### config.mk
export PLATFORM = sky130hd
export DESIGN_NAME = bin_group_average_with_error
export DESIGN_NICKNAME = d
export VERILOG_FILES = /design/src/rtl/core/bgae_pkg.sv /design/src/rtl/core/bgae_front.sv /design/src/rtl/core/bgae_queue.sv /design/src/rtl/core/bgae_div.sv /design/src/rtl/core/bgae_back.sv /design/src/rtl/core/bin_group_average_with_error.sv
export SDC_FILE = /design/constraint.sdc
export NUM_CORES = 2
export LEC_CHECK = 0
export BUFFER_PORTS_ARGS = -buffer_cell sky130_fd_sc_hd__buf_2
export CAP_MARGIN = 25
export CORE_MARGIN = 2
export CORE_UTILIZATION = 55
export CTS_CLUSTER_DIAMETER = 120
export DETAILED_ROUTE_END_ITERATION = 10
export GPL_TIMING_DRIVEN = 0
export HOLD_SLACK_MARGIN = 0.08
export MAX_ROUTING_LAYER = met4
export PLACE_DENSITY = 0.71
export SLEW_MARGIN = 20
export SYNTH_ARGS = -nofsm -noshare
export SYNTH_HDL_FRONTEND = slang
export SYNTH_SLANG_ARGS = --single-unit
### constraint.sdc
create_clock -name clk -period 10.2 [get_ports clk]
set_clock_uncertainty 0.2 [all_clocks]
set_input_delay 1.53 -clock clk [delete_from_list [all_inputs] [get_ports clk]]
set_output_delay 1.53 -clock clk [all_outputs]
set_load 0.005 [all_outputs]
### src/rtl/core/bgae_pkg.sv
`default_nettype none
package bgae_pkg;

  localparam int CONTENT_W       = 32;
  localparam int ERR_W           = 31;
  localparam int CNT_W           = 7;
  localparam int IDX_W           = 8;
  localparam int SQ_W            = 64;
  localparam int ROOT_W          = 32;
  localparam int MAX_GROUP_DEF   = 64;
  localparam logic [CNT_W-1:0] RESET_GROUP_SIZE = 7'd20;
  localparam logic [ERR_W-1:0] ERR_MAX = {ERR_W{1'b1}};

  typedef struct packed {
    logic signed [CONTENT_W-1:0] bin_content;
    logic [ERR_W-1:0]            bin_error;
  } in_item_t;

  typedef struct packed {
    logic signed [CONTENT_W-1:0] mean_content;
    logic [ERR_W-1:0]            mean_error;
    logic [CNT_W-1:0]            used_count;
    logic [IDX_W-1:0]            group_index;
    logic                        squares_saturated;
  } out_item_t;

  // Closed group handed from front to back (content sum travels beside it).
  typedef struct packed {
    logic [SQ_W-1:0]  sq_sum;
    logic [CNT_W-1:0] used;
    logic [IDX_W-1:0] idx;
    logic             sat;
  } job_t;

  typedef struct packed {
    logic             start;
    logic [CNT_W-1:0] divisor;
  } div_req_t;

  typedef enum logic [2:0] {
    BK_IDLE,
    BK_SQRT,
    BK_DIVM,
    BK_DIVE,
    BK_OUT
  } back_state_t;

endpackage
`default_nettype wire

### src/rtl/core/bgae_front.sv
`default_nettype none
module bgae_front import bgae_pkg::*; #(
  parameter int MAX_GROUP = MAX_GROUP_DEF,
  parameter int SUM_W     = CONTENT_W + $clog2(MAX_GROUP)
) (
  input  wire logic                    clk,
  input  wire logic                    rst_n,
  input  wire logic                    in_valid,
  output logic                         in_stall,
  input  wire in_item_t                in_data,
  input  wire logic [CNT_W-1:0]        cfg_size,
  input  wire logic                    q_full,
  output logic                         q_push,
  output job_t                         q_job,
  output logic signed [SUM_W-1:0]      q_sum
);

  // Stage A: registered item and squared error
  logic                        a_valid_r, a_valid_nxt;
  logic signed [CONTENT_W-1:0] a_content_r;
  logic                        a_nz_r;
  logic [2*ERR_W-1:0]          a_sq_r;

  // Stage B: group accumulators
  logic signed [SUM_W-1:0] sum_r, sum_nxt;
  logic [SQ_W-1:0]         sqs_r, sqs_nxt;
  logic [CNT_W-1:0]        cnt_r, cnt_nxt;
  logic [CNT_W-1:0]        pos_r, pos_nxt;
  logic [IDX_W-1:0]        idx_r;
  logic                    sat_r, sat_nxt;

  logic [CNT_W-1:0] eff_size;
  logic [SQ_W:0]    sq_add;
  logic             close;
  logic             a_take;
  logic             accept;

  // Clamp the configured size into range
  always_comb begin
    eff_size = cfg_size;
    if (cfg_size == '0) begin
      eff_size = CNT_W'(1);
    end else if (int'(cfg_size) > MAX_GROUP) begin
      eff_size = CNT_W'(MAX_GROUP);
    end
  end

  // Accumulate the item in stage A
  always_comb begin
    sq_add  = {1'b0, sqs_r} + (SQ_W+1)'(a_sq_r);
    sum_nxt = sum_r;
    sqs_nxt = sqs_r;
    cnt_nxt = cnt_r;
    sat_nxt = sat_r;
    if (a_nz_r) begin
      sum_nxt = sum_r + SUM_W'(a_content_r);
      cnt_nxt = cnt_r + CNT_W'(1);
      if (sq_add[SQ_W]) begin
        sqs_nxt = {SQ_W{1'b1}};
        sat_nxt = 1'b1;
      end else begin
        sqs_nxt = sq_add[SQ_W-1:0];
      end
    end
    pos_nxt = pos_r + CNT_W'(1);
  end

  assign close    = (pos_nxt >= eff_size);
  assign a_take   = a_valid_r && !(close && q_full);
  assign in_stall = a_valid_r && !a_take;
  assign accept   = in_valid && !in_stall;
  assign q_push   = a_take && close;

  assign q_sum      = sum_nxt;
  assign q_job.sq_sum = sqs_nxt;
  assign q_job.used = cnt_nxt;
  assign q_job.idx  = idx_r;
  assign q_job.sat  = sat_nxt;

  always_comb begin
    a_valid_nxt = a_valid_r;
    if (accept) begin
      a_valid_nxt = 1'b1;
    end else if (a_take) begin
      a_valid_nxt = 1'b0;
    end
  end

  // Load stage A
  always_ff @(posedge clk) begin
    if (!rst_n) begin
      a_valid_r <= 1'b0;
    end else begin
      a_valid_r <= a_valid_nxt;
    end
    if (accept) begin
      a_content_r <= in_data.bin_content;
      a_nz_r      <= (in_data.bin_content != '0);
      a_sq_r      <= in_data.bin_error * in_data.bin_error;
    end
  end

  // Advance the group, clear on close
  always_ff @(posedge clk) begin
    if (!rst_n) begin
      sum_r <= '0;
      sqs_r <= '0;
      cnt_r <= '0;
      pos_r <= '0;
      idx_r <= '0;
      sat_r <= 1'b0;
    end else if (a_take) begin
      if (close) begin
        sum_r <= '0;
        sqs_r <= '0;
        cnt_r <= '0;
        pos_r <= '0;
        sat_r <= 1'b0;
        idx_r <= idx_r + IDX_W'(1);
      end else begin
        sum_r <= sum_nxt;
        sqs_r <= sqs_nxt;
        cnt_r <= cnt_nxt;
        pos_r <= pos_nxt;
        sat_r <= sat_nxt;
      end
    end
  end

endmodule
`default_nettype wire

### src/rtl/core/bgae_queue.sv
`default_nettype none
module bgae_queue import bgae_pkg::*; #(
  parameter int SUM_W = CONTENT_W + $clog2(MAX_GROUP_DEF)
) (
  input  wire logic                    clk,
  input  wire logic                    rst_n,
  input  wire logic                    push,
  input  wire job_t                    push_job,
  input  wire logic signed [SUM_W-1:0] push_sum,
  output logic                         full,
  output logic                         q_valid,
  input  wire logic                    pop,
  output job_t                         pop_job,
  output logic signed [SUM_W-1:0]      pop_sum
);

  job_t                    job_r [2];
  logic signed [SUM_W-1:0] sum_r [2];
  logic                    wr_ptr_r, rd_ptr_r;
  logic [1:0]              count_r, count_nxt;

  assign full    = (count_r == 2'd2);
  assign q_valid = (count_r != 2'd0);
  assign pop_job = job_r[rd_ptr_r];
  assign pop_sum = sum_r[rd_ptr_r];

  always_comb begin
    count_nxt = count_r;
    if (push && !pop) begin
      count_nxt = count_r + 2'd1;
    end else if (pop && !push) begin
      count_nxt = count_r - 2'd1;
    end
  end

  // Move pointers and store the pushed group
  always_ff @(posedge clk) begin
    if (!rst_n) begin
      wr_ptr_r <= 1'b0;
      rd_ptr_r <= 1'b0;
      count_r  <= 2'd0;
    end else begin
      count_r <= count_nxt;
      if (push) begin
        wr_ptr_r <= !wr_ptr_r;
      end
      if (pop) begin
        rd_ptr_r <= !rd_ptr_r;
      end
    end
    if (push) begin
      job_r[wr_ptr_r] <= push_job;
      sum_r[wr_ptr_r] <= push_sum;
    end
  end

endmodule
`default_nettype wire

### src/rtl/core/bgae_div.sv
`default_nettype none
module bgae_div import bgae_pkg::*; #(
  parameter int DW = CONTENT_W + $clog2(MAX_GROUP_DEF)
) (
  input  wire logic          clk,
  input  wire logic          rst_n,
  input  wire div_req_t      req,
  input  wire logic [DW-1:0] dividend,
  output logic               done,
  output logic [DW-1:0]      quot
);

  localparam int CW = $clog2(DW + 1);

  logic [DW-1:0]    quot_r;
  logic [CNT_W-1:0] rem_r;
  logic [CNT_W-1:0] divisor_r;
  logic [CW-1:0]    cnt_r;
  logic             done_r;
  logic [CNT_W:0]   trial;
  logic [CNT_W:0]   diff;
  logic             ge;

  // One quotient bit per cycle, restoring
  always_comb begin
    trial = {rem_r, quot_r[DW-1]};
    diff  = trial - {1'b0, divisor_r};
    ge    = (trial >= {1'b0, divisor_r});
  end

  always_ff @(posedge clk) begin
    if (!rst_n) begin
      cnt_r  <= '0;
      done_r <= 1'b0;
    end else begin
      done_r <= 1'b0;
      if (req.start) begin
        cnt_r <= CW'(DW);
      end else if (cnt_r != '0) begin
        cnt_r <= cnt_r - CW'(1);
        if (cnt_r == CW'(1)) begin
          done_r <= 1'b1;
        end
      end
    end
    if (req.start) begin
      quot_r    <= dividend;
      rem_r     <= '0;
      divisor_r <= req.divisor;
    end else if (cnt_r != '0) begin
      quot_r <= {quot_r[DW-2:0], ge};
      rem_r  <= ge ? diff[CNT_W-1:0] : trial[CNT_W-1:0];
    end
  end

  assign done = done_r;
  assign quot = quot_r;

endmodule
`default_nettype wire

### src/rtl/core/bgae_back.sv
`default_nettype none
module bgae_back import bgae_pkg::*; #(
  parameter int SUM_W = CONTENT_W + $clog2(MAX_GROUP_DEF)
) (
  input  wire logic                    clk,
  input  wire logic                    rst_n,
  input  wire logic                    q_valid,
  output logic                         q_pop,
  input  wire job_t                    q_job,
  input  wire logic signed [SUM_W-1:0] q_sum,
  output logic                         out_valid,
  input  wire logic                    out_stall,
  output out_item_t                    out_data
);

  back_state_t state_r, state_nxt;

  job_t                    job_r;
  logic [SUM_W-1:0]        abs_r;
  logic                    neg_r;
  logic [SQ_W-1:0]         v_r, r_r, bit_r;
  logic [SQ_W-1:0]         rb;
  logic [CONTENT_W-1:0]    mean_r;
  logic [ERR_W-1:0]        merr_r;
  logic                    out_valid_r;
  out_item_t               out_r;

  logic                    sqrt_init, sqrt_last, out_load, sel_root;
  div_req_t                dreq;
  logic [SUM_W-1:0]        dividend;
  logic                    div_done;
  logic [SUM_W-1:0]        quot;

  bgae_div #(.DW(SUM_W)) u_div (
    .clk      (clk),
    .rst_n    (rst_n),
    .req      (dreq),
    .dividend (dividend),
    .done     (div_done),
    .quot     (quot)
  );

  assign sqrt_last = bit_r[0];
  assign rb        = r_r + bit_r;
  assign dividend  = sel_root ? {{(SUM_W-ROOT_W){1'b0}}, r_r[ROOT_W-1:0]} : abs_r;

  // Next state
  always_comb begin
    state_nxt = state_r;
    unique case (state_r)
      BK_IDLE: begin
        if (q_valid) begin
          state_nxt = (q_job.used == '0) ? BK_OUT : BK_SQRT;
        end
      end
      BK_SQRT: if (sqrt_last) state_nxt = BK_DIVM;
      BK_DIVM: if (div_done) state_nxt = BK_DIVE;
      BK_DIVE: if (div_done) state_nxt = BK_OUT;
      BK_OUT:  if (!out_valid_r || !out_stall) state_nxt = BK_IDLE;
      default: state_nxt = BK_IDLE;
    endcase
  end

  // Control outputs
  always_comb begin
    q_pop        = 1'b0;
    sqrt_init    = 1'b0;
    out_load     = 1'b0;
    sel_root     = 1'b0;
    dreq.start   = 1'b0;
    dreq.divisor = job_r.used;
    unique case (state_r)
      BK_IDLE: begin
        q_pop     = q_valid;
        sqrt_init = q_valid;
      end
      BK_SQRT: dreq.start = sqrt_last;
      BK_DIVM: begin
        sel_root   = 1'b1;
        dreq.start = div_done;
      end
      BK_DIVE: sel_root = 1'b1;
      BK_OUT:  out_load = !out_valid_r || !out_stall;
      default: q_pop = 1'b0;
    endcase
  end

  always_ff @(posedge clk) begin
    if (!rst_n) begin
      state_r <= BK_IDLE;
    end else begin
      state_r <= state_nxt;
    end
  end

  // Latch the group, step the root, collect quotients
  always_ff @(posedge clk) begin
    if (sqrt_init) begin
      job_r  <= q_job;
      neg_r  <= q_sum[SUM_W-1];
      abs_r  <= q_sum[SUM_W-1] ? SUM_W'(-q_sum) : SUM_W'(q_sum);
      v_r    <= q_job.sq_sum;
      r_r    <= '0;
      bit_r  <= SQ_W'(1) << (SQ_W - 2);
      mean_r <= '0;
      merr_r <= '0;
    end else if (state_r == BK_SQRT) begin
      if (v_r >= rb) begin
        v_r <= v_r - rb;
        r_r <= (r_r >> 1) + bit_r;
      end else begin
        r_r <= r_r >> 1;
      end
      bit_r <= bit_r >> 2;
    end
    if (state_r == BK_DIVM && div_done) begin
      mean_r <= neg_r ? (-quot[CONTENT_W-1:0]) : quot[CONTENT_W-1:0];
    end
    if (state_r == BK_DIVE && div_done) begin
      merr_r <= (quot[SUM_W-1:ERR_W] != '0) ? ERR_MAX : quot[ERR_W-1:0];
    end
  end

  // Hold the result until taken
  always_ff @(posedge clk) begin
    if (!rst_n) begin
      out_valid_r <= 1'b0;
    end else if (out_load) begin
      out_valid_r <= 1'b1;
    end else if (!out_stall) begin
      out_valid_r <= 1'b0;
    end
    if (out_load) begin
      out_r.mean_content      <= mean_r;
      out_r.mean_error        <= merr_r;
      out_r.used_count        <= job_r.used;
      out_r.group_index       <= job_r.idx;
      out_r.squares_saturated <= (job_r.used != '0) && job_r.sat;
    end
  end

  assign out_valid = out_valid_r;
  assign out_data  = out_r;

endmodule
`default_nettype wire

### src/rtl/core/bin_group_average_with_error.sv
// Rebins a stream of Q16.16 histogram bins: every group_size input items give one result
// item with the mean of the non-zero contents and sqrt(sum of squared errors) divided by
// the used count. The front end accepts one item per cycle unless a group closes while
// the two-entry queue it closes groups into is full; the back end runs a 32-step square
// root and two shift-subtract divisions on one shared divider per non-empty group. When
// groups arrive faster than the back end finishes them, in_stall paces the input.
// group_size is to be written through the cfg port (always ready) only while the block
// is idle; the block itself does not enforce this. 0 acts as 1, values above MAX_GROUP
// act as MAX_GROUP, reset value 20.
`default_nettype none
module bin_group_average_with_error import bgae_pkg::*; #(
  parameter int MAX_GROUP = MAX_GROUP_DEF
) (
  input  wire logic             clk,
  input  wire logic             rst_n,
  input  wire logic             in_valid,
  output logic                  in_stall,
  input  wire in_item_t         in_data,
  output logic                  out_valid,
  input  wire logic             out_stall,
  output out_item_t             out_data,
  input  wire logic             cfg_valid,
  output logic                  cfg_ready,
  input  wire logic [CNT_W-1:0] cfg_data
);

  localparam int SUM_W = CONTENT_W + $clog2(MAX_GROUP);

  logic [CNT_W-1:0]        group_size_r;
  logic                    q_full, q_push, q_valid, q_pop;
  job_t                    push_job, pop_job;
  logic signed [SUM_W-1:0] push_sum, pop_sum;

  assign cfg_ready = 1'b1;

  // Hold the group size register
  always_ff @(posedge clk) begin
    if (!rst_n) begin
      group_size_r <= RESET_GROUP_SIZE;
    end else if (cfg_valid && cfg_ready) begin
      group_size_r <= cfg_data;
    end
  end

  bgae_front #(.MAX_GROUP(MAX_GROUP), .SUM_W(SUM_W)) u_front (
    .clk      (clk),
    .rst_n    (rst_n),
    .in_valid (in_valid),
    .in_stall (in_stall),
    .in_data  (in_data),
    .cfg_size (group_size_r),
    .q_full   (q_full),
    .q_push   (q_push),
    .q_job    (push_job),
    .q_sum    (push_sum)
  );

  bgae_queue #(.SUM_W(SUM_W)) u_queue (
    .clk      (clk),
    .rst_n    (rst_n),
    .push     (q_push),
    .push_job (push_job),
    .push_sum (push_sum),
    .full     (q_full),
    .q_valid  (q_valid),
    .pop      (q_pop),
    .pop_job  (pop_job),
    .pop_sum  (pop_sum)
  );

  bgae_back #(.SUM_W(SUM_W)) u_back (
    .clk       (clk),
    .rst_n     (rst_n),
    .q_valid   (q_valid),
    .q_pop     (q_pop),
    .q_job     (pop_job),
    .q_sum     (pop_sum),
    .out_valid (out_valid),
    .out_stall (out_stall),
    .out_data  (out_data)
  );

endmodule
`default_nettype wire

After elaboration in Yosys (flattened, before gate mapping) --
Memory sizes are Yosys's and may differ from the RTL's. A register that Yosys moved wholly into a read port is not among the register bits. Cells that the tools add are included.
Cells by class: add/subtract/negate cells 14, $mul 1, magnitude comparators 4, equality and inequality tests 12, muxes and demuxes 54, bitwise logic cells 2, reductions and logical operators 41
Operator list (count):
- 64-bit 2-to-1 mux | 7
- 38-bit 2-to-1 mux | 5
- 32-bit 2-to-1 mux | 3
- 31-bit 2-to-1 mux | 3
- 64-bit by 62-bit adder with 65-bit output | 1
- 63-bit by 63-bit adder with 64-bit output | 1
- 64-bit by 63-bit adder with 64-bit output | 1
- 64-bit >= comparator | 1
- 64-bit subtractor | 1
- 31-bit by 31-bit multiplier with 62-bit output | 1
- 7-bit 2-to-1 mux | 6
- 38-bit by 32-bit adder with 38-bit output | 1
- 38-bit negator | 1
- 37-bit 2-to-1 mux | 1
- 32-bit negator | 1
- 32-bit nonzero test | 1
- 3-bit 2-to-1 mux | 6
- 1-bit 2-to-1 mux | 17
- 2-bit nonzero test | 8
- 3-bit case mux with 5 select lines | 1
- 7-bit by 1-bit adder with 7-bit output (second input constant) | 2
- 7-bit zero test | 2
- 7-bit nonzero test | 2
- 6-bit 2-to-1 mux | 2
- other kinds (27) | 53
Storage, ports and cells: bits in registers 652, RAM bits 236, bits of input ports 75, output and inout port bits 82, word-level logic and storage cells 168, memories 2
Memories:
- u_queue.job_r | words 2, bits a word 80, read ports 1, clocked after Yosys merged registers in 1, write ports 1, line bgae_queue.sv:17 | job_t job_r [2];
- u_queue.sum_r | words 2, bits a word 38, read ports 1, clocked after Yosys merged registers in 1, write ports 1, line bgae_queue.sv:18 | logic signed [SUM_W-1:0] sum_r [2];

Logic depth before layout (Yosys ltp) --
word-level depth 12, depth in mapped cells 31, gate-level depth less buffers 29

Cells and area by module --
From an unflattened synthesis, not the netlist that was laid out.
Second synthesis, totals: cells, all modules 7643, area total of the unflattened synthesis 76596.0 um^2
Modules (own cells, without submodules):
- bgae_front | instances 1, cells an instance 4528, area each 41678.7 um^2, seq. area each 5345.1 um^2
- bgae_back | instances 1, cells an instance 2488, area each 22975.8 um^2, seq. area each 9839.4 um^2
- bgae_queue | instances 1, cells an instance 389, area each 8800.9 um^2, seq. area each 7186.9 um^2
- bgae_div | instances 1, cells an instance 214, area each 2869.0 um^2, seq. area each 1631.6 um^2
- bin_group_average_with_error | instances 1, cells an instance 24, area each 271.5 um^2, seq. area each 140.1 um^2

Worst setup path before layout --
Ideal clock, no wire load.
path kind input -> register, start in in_data[5] (netlist bit), end reg u_front.a_sq_r[47], data pin, library setup time 258 ps, arrival 8782 ps, required time 9742 ps, setup slack 960 ps, cell stages on the path 29, path buffers 3, cell sequence clkbuf_1 -> clkbuf_1 -> nand2_1 -> fa_1 -> inv_1 -> fa_1 -> fa_1 -> inv_1 -> fa_1 -> inv_1 -> fa_1 -> inv_1 -> fa_1 -> inv_1 -> fa_1 -> fa_1 -> ha_1 -> clkbuf_1 -> a21oi_1 -> nor2_1 -> a211o_1 -> a21bo_2 -> o21ai_1 -> nand2_1 -> a221o_1 -> a221o_1 -> a211o_1 -> a21oi_1 -> xnor2_1
On the way: word-level cells in the longest chain between the ends 1
RTL lines:
- start: declaration | line bin_group_average_with_error.sv:18 | input wire in_item_t in_data,
- 31-bit by 31-bit multiplier with 62-bit output | line bgae_front.sv:99 | a_sq_r <= in_data.bin_error * in_data.bin_error;
- end signal: assignment | line bgae_front.sv:99
- end: declaration | line bgae_front.sv:22 | logic [2*ERR_W-1:0] a_sq_r;
No other way between the ends. A chain may end at the register's enable or synchronous reset.

Final worst setup path --
start in in_data[10] (netlist bit), end reg u_front.a_sq_r[61], data pin
Same word-level chain as after synthesis.

==> results.sh <==
export IMPL_status="complete, no violations"
export IMPL_die_area_um2=142000
export IMPL_cap_violations=0
export IMPL_crit_path_frequent_cell="fa_1"
export IMPL_place_area_um2=79900
export IMPL_chipHeight_um=377
export IMPL_crit_required_ps=10460
export IMPL_finalCritPeriodShare_pct=97.5
export IMPL_design_core_area_um2=138000
export IMPL_grtUsageTotal_pct=32.7
export IMPL_ys_seq_area_share_pct=31.6
export IMPL_clkSinkCount=888
export IMPL_criticalPathCategory="input pin to register"
export IMPL_dr_first_iter_drc_count=5316
export IMPL_hp_class="register to register"
export IMPL_hpwlAfterDp_um=183000
export IMPL_routedWlPerCell_um=22.6
export IMPL_cts_tree="built"
export IMPL_gp_congestion=1.02
export IMPL_drc=0
export IMPL_fin_crit_ps=9950
export IMPL_fin_nets=9428
export IMPL_ant_nets=0
export IMPL_drt_pass1_iter_count=6
export IMPL_syn_cell_area_um2=76500
export IMPL_cp_startpoint="in_data[10]"
export IMPL_max_clock_freq_mhz=101
export IMPL_r2r_start="u_back.r_r[14]"
export IMPL_io_pins=157
export IMPL_clk_pin_slew_ps=60
export IMPL_max_slew_margin_pct=19.4
export IMPL_initial_core_util_pct=55.5
export IMPL_tightest_slew_ps=1210
export IMPL_overflow=0
export IMPL_drive_gt1_share_pct=6.39
export IMPL_clock_latency_ps=680
export IMPL_first_global_vias=58878
export IMPL_root_buffer="clkbuf_16"
export IMPL_wl_um=225000
export IMPL_finalSetupViolCount=0
export IMPL_synth_area_per_cell_um2=9.76
export IMPL_clk_path_buf_depth=3
export IMPL_synthFlopType="edfxtp_1"
export IMPL_synth_cell_type_count=94
export IMPL_ctsHoldBuffers=0
export IMPL_async_reset_ff_share_pct=0
export IMPL_worstHoldStart="u_back.mean_r[3]"
export IMPL_h_tree_depth=3
export IMPL_fin_area_um2=83100
export IMPL_final_core_util_pct=60.3
export IMPL_endpoint_kind="register"
export IMPL_syn_to_final_growth_pct=8.64
export IMPL_rows=136
export IMPL_antenna_found_initial=4
export IMPL_portBuffers=147
export IMPL_place_inst=9795
export IMPL_final_hold_viol_count=0
export IMPL_start_kind="input pin"
export IMPL_worstPathArrival_ps=10210
export IMPL_yosys_warnings=0
export IMPL_slowest_delay_ps=910
export IMPL_syn_nets=9183
export IMPL_crit_slowest_cell="clkbuf_1"
export IMPL_cts_buffers=88
export IMPL_vias=58549
export IMPL_ys_ff_latch=888
export IMPL_grt_pass1_wl_um=346000
export IMPL_grt_setup_unrepaired="false"
export IMPL_synth_edf_count=636
export IMPL_grt_start_max_net_pins=56
export IMPL_drv_slew=0
export IMPL_die_x_um=377
export IMPL_cp_max_fo=10
export IMPL_synth_cells=7837
export IMPL_vias_per_cell=5.88
export IMPL_stdcell_count=9949
cells in the mapped netlist (all sizes together), types with 19 or more instances:
cell | instances | area, um^2
edfxtp | 636 | 19100
o31ai | 43 | 323
nand2 | 766 | 2880
nand3 | 148 | 741
inv | 1013 | 3800
o21a | 66 | 495
nor2b | 74 | 463
nand4 | 81 | 513
fa | 752 | 15100
dfxtp | 252 | 5040
nor2 | 485 | 1820
a22o | 31 | 272
xnor2 | 238 | 2080
ha | 519 | 6490
a21o | 162 | 1220
nor4 | 33 | 213
a211oi | 57 | 433
a31o | 28 | 254
mux2i | 129 | 1290
and3 | 50 | 313
or3 | 19 | 119
xor2 | 189 | 1660
o21bai | 58 | 435
nor3 | 81 | 405
o21ai | 347 | 1740
o211ai | 23 | 178
a21boi | 52 | 390
clkbuf | 320 | 1200
a21oi | 471 | 2360
nand2b | 50 | 313
a31oi | 100 | 656
buf | 55 | 259
mux2 | 61 | 687
and2 | 237 | 1490
flip-flops by register name (all words and copies together), names as in the netlist, 31 cells and up, named ones only:
register             flops
u_back.bit_r            32
u_back.merr_r           31
u_back.u_div.quot       38
u_queue.sum_r           76
u_front.sum_r           38
u_back.v_r              64
u_front.a_content_r     32
u_front.sqs_r           64
u_back.r_r              64
u_back.mean_r           32
u_queue.job_r          160
u_back.out_data         79
u_front.a_sq_r          61
u_back.abs_r            38
area by class of cell:
cell class	count	area, um^2
fillers	11602	54600
repair buffers	165	1150
multi-input cells	5557	47100
flip-flops and latches	888	24100
well taps	1794	2240
clock buffers	110	2470
inverters	1017	3820
clock inverters	51	676
plain buffers	365	1470
diodes	2	5.00
path summary, 6_finish.rpt:
| kind | endpoint | slack, ps | depth (start not counted) |
|---|---|---|---|
| max reg2reg | u_back.v_r[6] | 2500 | 24 |
| min | u_back.out_data[50] | 220 | 0 |
| min reg2reg | u_back.out_data[50] | 220 | 0 |
| max | u_front.a_sq_r[61] | 250 | 28 |
metal layers:
metal / wire [um] / GRT usage [%]
met5: 0 / -
met2: 107000 / 53.6
met3: 15000 / 3.44
met1: 91400 / 41.2
met4: 11800 / 14.5
cell usage in the layout (no fill, tap or decap), types with 13 or more instances in the layout:
master | netlist | layout
xor2_1 | 189 | 189
nor4_1 | 32 | 31
and2_1 | 236 | 235
o31ai_1 | 43 | 43
o211ai_1 | 22 | 22
a21o_1 | 162 | 162
dfxtp_1 | 252 | 252
buf_1 | 17 | 17
or3_1 | 19 | 19
nor3_1 | 81 | 81
o22ai_1 | 13 | 13
a211o_1 | 14 | 14
nand2_1 | 766 | 764
o21a_1 | 66 | 66
clkbuf_2 | 2 | 33
a21boi_0 | 52 | 51
nor2_1 | 485 | 484
ha_1 | 519 | 519
fa_1 | 752 | 752
nand2b_1 | 50 | 50
a21oi_1 | 469 | 468
mux2_2 | 61 | 61
a22o_1 | 31 | 31
edfxtp_1 | 636 | 636
nor2b_1 | 74 | 73
nand3_1 | 148 | 147
clkbuf_16 | 0 | 93
or2_2 | 15 | 15
a31o_2 | 27 | 27
mux2i_1 | 129 | 129
clkbuf_1 | 318 | 285
inv_1 | 1012 | 1012
and3_1 | 50 | 50
o21bai_1 | 58 | 58
a211oi_1 | 56 | 56
o21ai_0 | 339 | 338
a31oi_1 | 98 | 98
xnor2_1 | 238 | 238
buf_2 | 36 | 184
nand4_1 | 80 | 80
cells by family after synthesis:
family | count (synthesis) | share of synthesized area (%)
AOI/OAI and AO/OA | 1587 | 13.2
xor gates and xnor gates | 427 | 4.89
adders and majority gates | 1271 | 28.2
buffers and inverters | 1392 | 6.90
DFF | 888 | 31.6
muxes | 190 | 2.59
other | 1 | 0.00490
and+or+nand+nor | 2081 | 12.7
worst max-delay path: cells and delay by family:
| family | cells | cell delay (ps) |
|---|---|---|
| compound gates | 8 | 1960 |
| buf+inv | 8 | 1590 |
| simple gates | 2 | 440 |
| fa+ha+maj | 9 | 4330 |
| xor+xnor | 1 | 330 |
through the flow:
stage | setup WS, ps | TNS [ps] | hold WS, ps
floorplan | 960 | 0 | 200
global placement | -1880 | -64080 | 204
finish | 251 | 0 | 219
CTS | 17.6 | 0 | 219
global route | 47.6 | 0 | 223
detailed placement | -1900 | -28170 | 205
what timing repair did:
| action | 4_1_cts | 5_1_grt |
|---|---|---|
| gates resized for setup | 19 | 38 |
| endpoints found under the setup margin | 21 | 3 |
| buffers inserted | 0 | 0 |
Power is not shown: default switching activity piles up to over one toggle a cycle in this logic, so the estimate is an artifact.
